## src/hdl/bis_pkg.sv

```systemverilog
// ---------------------------------------------------------------------------
// bis_pkg
// Shared types and constants of the bilinear image scaler: item structs,
// register indexes, controller states and the datapath command group.
// ---------------------------------------------------------------------------
package bis_pkg;

  localparam int COORD_W    = 12;
  localparam int CHAN_W     = 8;
  localparam int PIX_W      = 3 * CHAN_W;
  localparam int SIZE_W     = 9;
  localparam int SCALE_W    = 17;
  localparam int POS_W      = COORD_W + SCALE_W;
  localparam int IPART_W    = POS_W - 16;
  localparam int CFG_IDX_W  = 2;
  localparam int CFG_DATA_W = 17;

  localparam logic [SCALE_W-1:0] ONE_Q16 = 17'h10000;
  localparam logic [SIZE_W-1:0]  SIZE_RST = 9'd256;

  localparam logic [CFG_IDX_W-1:0] REG_SRC_WIDTH  = 2'd0;
  localparam logic [CFG_IDX_W-1:0] REG_SRC_HEIGHT = 2'd1;
  localparam logic [CFG_IDX_W-1:0] REG_INV_SCALE  = 2'd2;

  localparam logic FUNC_WRITE = 1'b0;
  localparam logic FUNC_QUERY = 1'b1;

  typedef struct packed {
    logic              func;
    logic [COORD_W-1:0] row;
    logic [COORD_W-1:0] col;
    logic [CHAN_W-1:0]  red_in;
    logic [CHAN_W-1:0]  green_in;
    logic [CHAN_W-1:0]  blue_in;
  } in_item_t;

  typedef struct packed {
    logic [CHAN_W-1:0] red_out;
    logic [CHAN_W-1:0] green_out;
    logic [CHAN_W-1:0] blue_out;
  } out_item_t;

  typedef enum logic [2:0] {
    S_IDLE,
    S_MAP,
    S_RD0,
    S_RD1,
    S_RD2,
    S_RD3,
    S_ACC,
    S_DONE
  } state_t;

  typedef struct packed {
    logic       wr_en;
    logic       pos_load;
    logic       map_en;
    logic       rd_en;
    logic [1:0] rd_sel;
    logic       acc_clr;
    logic       acc_en;
    logic       out_load;
  } dp_cmd_t;

endpackage

```

## src/hdl/bis_ctrl.sv

```systemverilog
// ---------------------------------------------------------------------------
// bis_ctrl
// Controller: sequences one query through map, four reads and the blend,
// and owns the input stall and the result valid.
// ---------------------------------------------------------------------------
module bis_ctrl (
  input  logic            clk,
  input  logic            rst_n,
  input  logic            in_valid,
  input  logic            in_func,
  output logic            in_stall,
  output logic            out_valid,
  input  logic            out_stall,
  output bis_pkg::dp_cmd_t cmd
);
  import bis_pkg::*;

  state_t state_r, state_nxt;
  logic   out_valid_r, out_valid_nxt;

  always_ff @(posedge clk) begin
    if (!rst_n) begin
      state_r     <= S_IDLE;
      out_valid_r <= 1'b0;
    end else begin
      state_r     <= state_nxt;
      out_valid_r <= out_valid_nxt;
    end
  end

  always_comb begin
    state_nxt = state_r;
    cmd       = '0;
    in_stall  = 1'b1;
    case (state_r)
      S_IDLE: begin
        in_stall = 1'b0;
        if (in_valid) begin
          if (in_func == FUNC_QUERY) begin
            cmd.pos_load = 1'b1;
            state_nxt    = S_MAP;
          end else begin
            cmd.wr_en = 1'b1;
          end
        end
      end
      S_MAP: begin
        cmd.map_en  = 1'b1;
        cmd.acc_clr = 1'b1;
        state_nxt   = S_RD0;
      end
      S_RD0: begin
        cmd.rd_en  = 1'b1;
        cmd.rd_sel = 2'd0;
        state_nxt  = S_RD1;
      end
      // the read stages after S_RD0 also fold in the pixel fetched in the state before
      S_RD1: begin
        cmd.rd_en  = 1'b1;
        cmd.rd_sel = 2'd1;
        cmd.acc_en = 1'b1;
        state_nxt  = S_RD2;
      end
      S_RD2: begin
        cmd.rd_en  = 1'b1;
        cmd.rd_sel = 2'd2;
        cmd.acc_en = 1'b1;
        state_nxt  = S_RD3;
      end
      S_RD3: begin
        cmd.rd_en  = 1'b1;
        cmd.rd_sel = 2'd3;
        cmd.acc_en = 1'b1;
        state_nxt  = S_ACC;
      end
      S_ACC: begin
        cmd.acc_en = 1'b1;
        state_nxt  = S_DONE;
      end
      S_DONE: begin
        if (!out_valid_r || !out_stall) begin
          cmd.out_load = 1'b1;
          state_nxt    = S_IDLE;
        end
      end
      default: begin
        state_nxt = S_IDLE;
      end
    endcase
  end

  always_comb begin
    out_valid_nxt = out_valid_r;
    if (cmd.out_load) begin
      out_valid_nxt = 1'b1;
    end else if (!out_stall) begin
      out_valid_nxt = 1'b0;
    end
  end

  assign out_valid = out_valid_r;

endmodule

```

## config.mk

```make
export PLATFORM = sky130hd
export DESIGN_NAME = bis_ctrl
export DESIGN_NICKNAME = d
export VERILOG_FILES = /design/src/hdl/bis_pkg.sv /design/src/hdl/bis_ctrl.sv
export SDC_FILE = /design/constraint.sdc
export NUM_CORES = 1
export LEC_CHECK = 0
export ABC_AREA = 1
export BUFFER_PORTS_ARGS = -buffer_cell sky130_fd_sc_hd__buf_2
export CORE_AREA = 2 2 39 41
export CTS_BUF_LIST = sky130_fd_sc_hd__clkbuf_4
export DETAILED_ROUTE_END_ITERATION = 7
export DIE_AREA = 0 0 41 43
export GPL_ROUTABILITY_DRIVEN = 1
export GPL_TIMING_DRIVEN = 0
export PLACE_DENSITY = 0.6
export SETUP_SLACK_MARGIN = 0.4
export SLEW_MARGIN = 10
export SYNTH_ARGS = -nofsm -noshare
export SYNTH_HDL_FRONTEND = slang
export SYNTH_SLANG_ARGS = --single-unit
```

## constraint.sdc

```tcl
create_clock -name clk -period 1.3 [get_ports clk]
set_input_delay 0 -clock clk [delete_from_list [all_inputs] [get_ports clk]]
set_output_delay 0 -clock clk [all_outputs]
set_load 0.02 [all_outputs]
```

Yosys cells after proc, flatten, opt, wreduce, memory -nomap -nowiden
Index checks and enable logic that the tools add are counted.
{ "word_totals": {"in_bits": 5, "regBits": 4, "out_inout_bits": 11, "elab_cells": 35} }
{ "classes": {"reduce_logical": 6, "muxes": 16, "eq_ne": 11} }
{ "op_table": {"columns": ["cell", "n"], "rows": [
  ["one-hot mux 3 bit (8 select lines)", 1],
  ["== test 3 bit, second input constant", 4],
  ["one-hot mux 3 bit (4 select lines)", 1],
  ["two-way mux 1 bit", 9],
  ["two-way mux 3 bit", 3],
  ["== test 3 x 2 -> 1 bit, second input constant", 2],
  ["!= test 2 bit, second input constant", 3],
  ["two-way mux 2 bit", 2],
  ["OR reduction 4 bit", 1],
  ["== test 3 x 1 -> 1 bit, second input constant", 1],
  ["logical NOT 3 bit", 1],
  ["AND reduction 3 bit", 1],
  ["logical NOT 1 bit", 2],
  ["!= test 2 x 1 -> 1 bit, second input constant", 1],
  ["logical OR 1 bit", 1]
]} }

Longest topological paths before layout
{ "logic_depth": {"depth_word": 5, "mapped_depth": 10, "ltp_nobuf": 10} }

Least setup slack after synthesis
OpenSTA, ideal clock, no wires.
{ "synth_path": {"path_kind": "reg2out", "start": "reg state_r[0]", "end": "out cmd[8] in the netlist's numbering", "n_path_buf": 0, "setup_slack_ns": -0.095, "stages_incl_launch_ff": 7, "arrival_time_ns": 1.395, "t_required_ns": 1.300, "path_cell_list": "dfxtp_1 > inv_1 > ha_1 > inv_1 > nor2_1 > inv_1 > nor3b_1"} }
{ "synth_lines": {"columns": ["item", "line_no", "source"], "rows": [
  ["start: declaration", "bis_ctrl.sv:18", "state_t state_r, state_nxt;"],
  ["start signal: assignment", "bis_ctrl.sv:26", "state_r <= state_nxt;"],
  ["end: declaration", "bis_ctrl.sv:14", "output bis_pkg::dp_cmd_t cmd"]
]} }

==> flow_summary.json <==
{
  "status": "finished clean",
  "worst_path_most_repeated_cell": "inv_4",
  "max_freq_mhz": 776,
  "max_cap_viol_count": 0,
  "path_clk_slew_ps": 30,
  "crit_fanout": 3,
  "dp_hpwl_um": 576,
  "synth-seq-cells": 4,
  "synth_top_family_by_area": "simple AND/OR/NAND/NOR gates",
  "io_pins": 16,
  "min_path_type": "in -> reg",
  "cp_cell_sequence": "inv_4, ha_4, inv_2, nor2_4, inv_4, nor3b_4, buf_6",
  "comb_power_share": 0.706,
  "io_buffers": 15,
  "grt_pass1_wl_um": 1090,
  "die_h_um": 43,
  "core-area_mm2": 0.00138,
  "worstSetupEndpointType": "output port",
  "crit_start": "state_r[0]",
  "die-area_mm2": 0.00176,
  "cts_max_level": 1,
  "synth_nets": 65,
  "synth.distinct_cells": 16,
  "startpoint_type": "flip-flop",
  "synthCells": 56,
  "path_buf_inv": 4,
  "grt_start_max_net_pins": 8,
  "synthXorXnorAreaFrac": 0,
  "final_nets": 88,
  "dr.pass1.iters": 3,
  "p_sw_frac": 0.467,
  "maxSlewViolCount": 0,
  "p_leak_uw": 0.000351,
  "regToRegStartpoint": "state_r[0]",
  "area_growth_pct": 67.5,
  "syn_avg_cell_area_um2": 6.39,
  "p_switching_uw": 579,
  "cts_tree": "built",
  "hold_start": "rst_n",
  "numPlacedInstances": 87,
  "synth_fa_ha_area_frac": 0.140,
  "instances_no_fill": 93,
  "worst_slew_pin_slew_ps": 198,
  "synth-compound-area-share": 0.0699,
  "viasPerCell": 4.14,
  "fin_skew_ps": 0.301,
  "place_congestion": 0.740,
  "pwr-share-seq": 0.177,
  "setup_violations": 0,
  "hold_viol": 0,
  "slowest_stage": "dfxtp_4",
  "cts_root_buffer": "clkbuf_4",
  "rows": 14,
  "power.internal_uw": 661,
  "initial_utilization": 0.259,
  "slew-limit-headroom": 0.868,
  "grt_antenna_before_repair": 0,
  "first_global_vias": 317,
  "synth.area.mux_share": 0,
  "crit_type": "reg -> out",
  "ctsHoldBuffers": 0,
  "dpl_worst_slack_ps": 60.8,
  "clock_power_share": 0.118,
  "grt_remaining_overflow": 0,
  "die_w_um": 41,
  "netlist_area_um2": 358,
  "post_drt_wl_per_cell_um": 7.51,
  "crit_family": "flip-flops",
  "via_count": 385,
  "seq_area_frac_synth": 0.224,
  "track_usage": 0.0914,
  "cts_made_buffers": 3,
  "ir_worst_vdd_mv": 0.853,
  "routed_wl_um": 698,
  "final_area_um2": 599,
  "rsz0062_at_grt": "yes",
  "drc": 0,
  "place_area_um2": 484,
  "most-common-layout-cells": "11 x nand2_1, 9 x buf_4, 8 x buf_2, 6 x nand2_2, 5 x inv_2",
  "ys_warn_count": 0,
  "crit_arrival_ps": 1290,
  "layout_min_cycle_time_ps": 1290,
  "layout-drive-gt1-share": 0.649,
  "cts.sinks": 4,
  "cts_buffer_depth": 2,
  "final_common_cell": "nand2_1",
  "powerDensity_mw_per_mm2": 2070,
  "drtIter0Drc": 3,
  "postLayoutSetupSlackWorst_ps": 11.2,
  "fin_crit_sh": 0.991,
  "max_stage_delay_ps": 350,
  "ant_nets": 0,
  "clk_latency_ps": 230,
  "required_ps": 1300,
  "diodes": 0,
  "synth-simple-area-share": 0.395
}
==> cell type report <==
| cell class | instances | area (µm²) |
|---|---|---|
| Fill cell | 151 | 785 |
| Multi-Input combinational cell | 38 | 273 |
| Timing Repair Buffer | 18 | 126 |
| Sequential cell | 4 | 88.8 |
| Inverter | 12 | 53.8 |
| Clock buffer | 3 | 22.5 |
| Tap cell | 16 | 20.0 |
| Buffer | 2 | 15.0 |
==> cell families after synthesis <==
family,Yosys count
DFF,4
AOI/OAI and AO/OA,5
adders and majority gates,4
and+or+nand+nor,29
buffers and inverters,14
==> worst paths after layout <==
| check | end | slack [ps] | cells past startpoint |
|---|---|---|---|
| setup reg to reg | state_r[0] | 70 | 9 |
| hold / removal | state_r[1] | 30 | 3 |
| setup / recovery | cmd[8] | 10 | 7 |
| hold reg to reg | out_valid | 470 | 2 |
==> synthesized netlist by cell type <==
cell / count / area share
nor2_1: 6 / 0.063
a21oi_1: 4 / 0.056
nand2_1: 14 / 0.15
inv_1: 9 / 0.094
dfxtp_1: 4 / 0.22
nor3b_1: 1 / 0.021
nand3_1: 1 / 0.014
nor2_2: 1 / 0.017
nand4_1: 1 / 0.017
nand2_4: 2 / 0.063
buf_4: 2 / 0.042
o21ai_1: 1 / 0.014
clkinv_2: 1 / 0.014
ha_1: 4 / 0.14
nand2_2: 3 / 0.052
inv_2: 2 / 0.021
==> sequential cells by signal, summed over array words and instances, names as in the netlist <==
signal,flops
out_valid,1
state_r,3
==> stage by stage <==
stage	util	TNS, ps	power, µW	hold WS (ps)
floorplan	-	0	713	36.2
global placement	0.350	0	866	256
detailed placement	0.350	0	870	261
CTS	0.409	0	1160	16.7
global route	0.433	-123	1370	33.9
finish	0.433	0	1240	25.5
==> worst register-to-register path, stage by stage, from the launching register on <==
cell	delay (ps)
dfxtp_4	350
ha_1	230
nand2_2	100
clkinv_2	80
nand2_4	70
nand2_4	50
inv_2	70
nand3_1	70
nand2_1	60
inv_1	30
==> layer usage <==
layer	up-vias	track usage	routed length, µm
li1	214	-	-
met1	158	0.103	287
met2	13	0.138	350
met3	0	0.0314	60
met4	0	0.0600	0
met5	-	0	0
==> power by group through the flow <==
stage          Combinational [µW]  Clock, µW  Sequential (µW)
4_1_cts                       801        157              200
6_report                      875        146              219
3_5_place_dp                  670          0              199
5_1_grt                       979        164              225
3_3_place_gp                  668          0              198
2_1_floorplan                 521          0              193
==> timing repair <==
item | 4_1_cts | 5_1_grt
setup buffers | 2 | 1
setup endpoints to repair | 13 | 14
pin swaps | 2 | 0
resized for setup | 14 | 9
No activity file was read; power rests on OpenSTA's default activity.
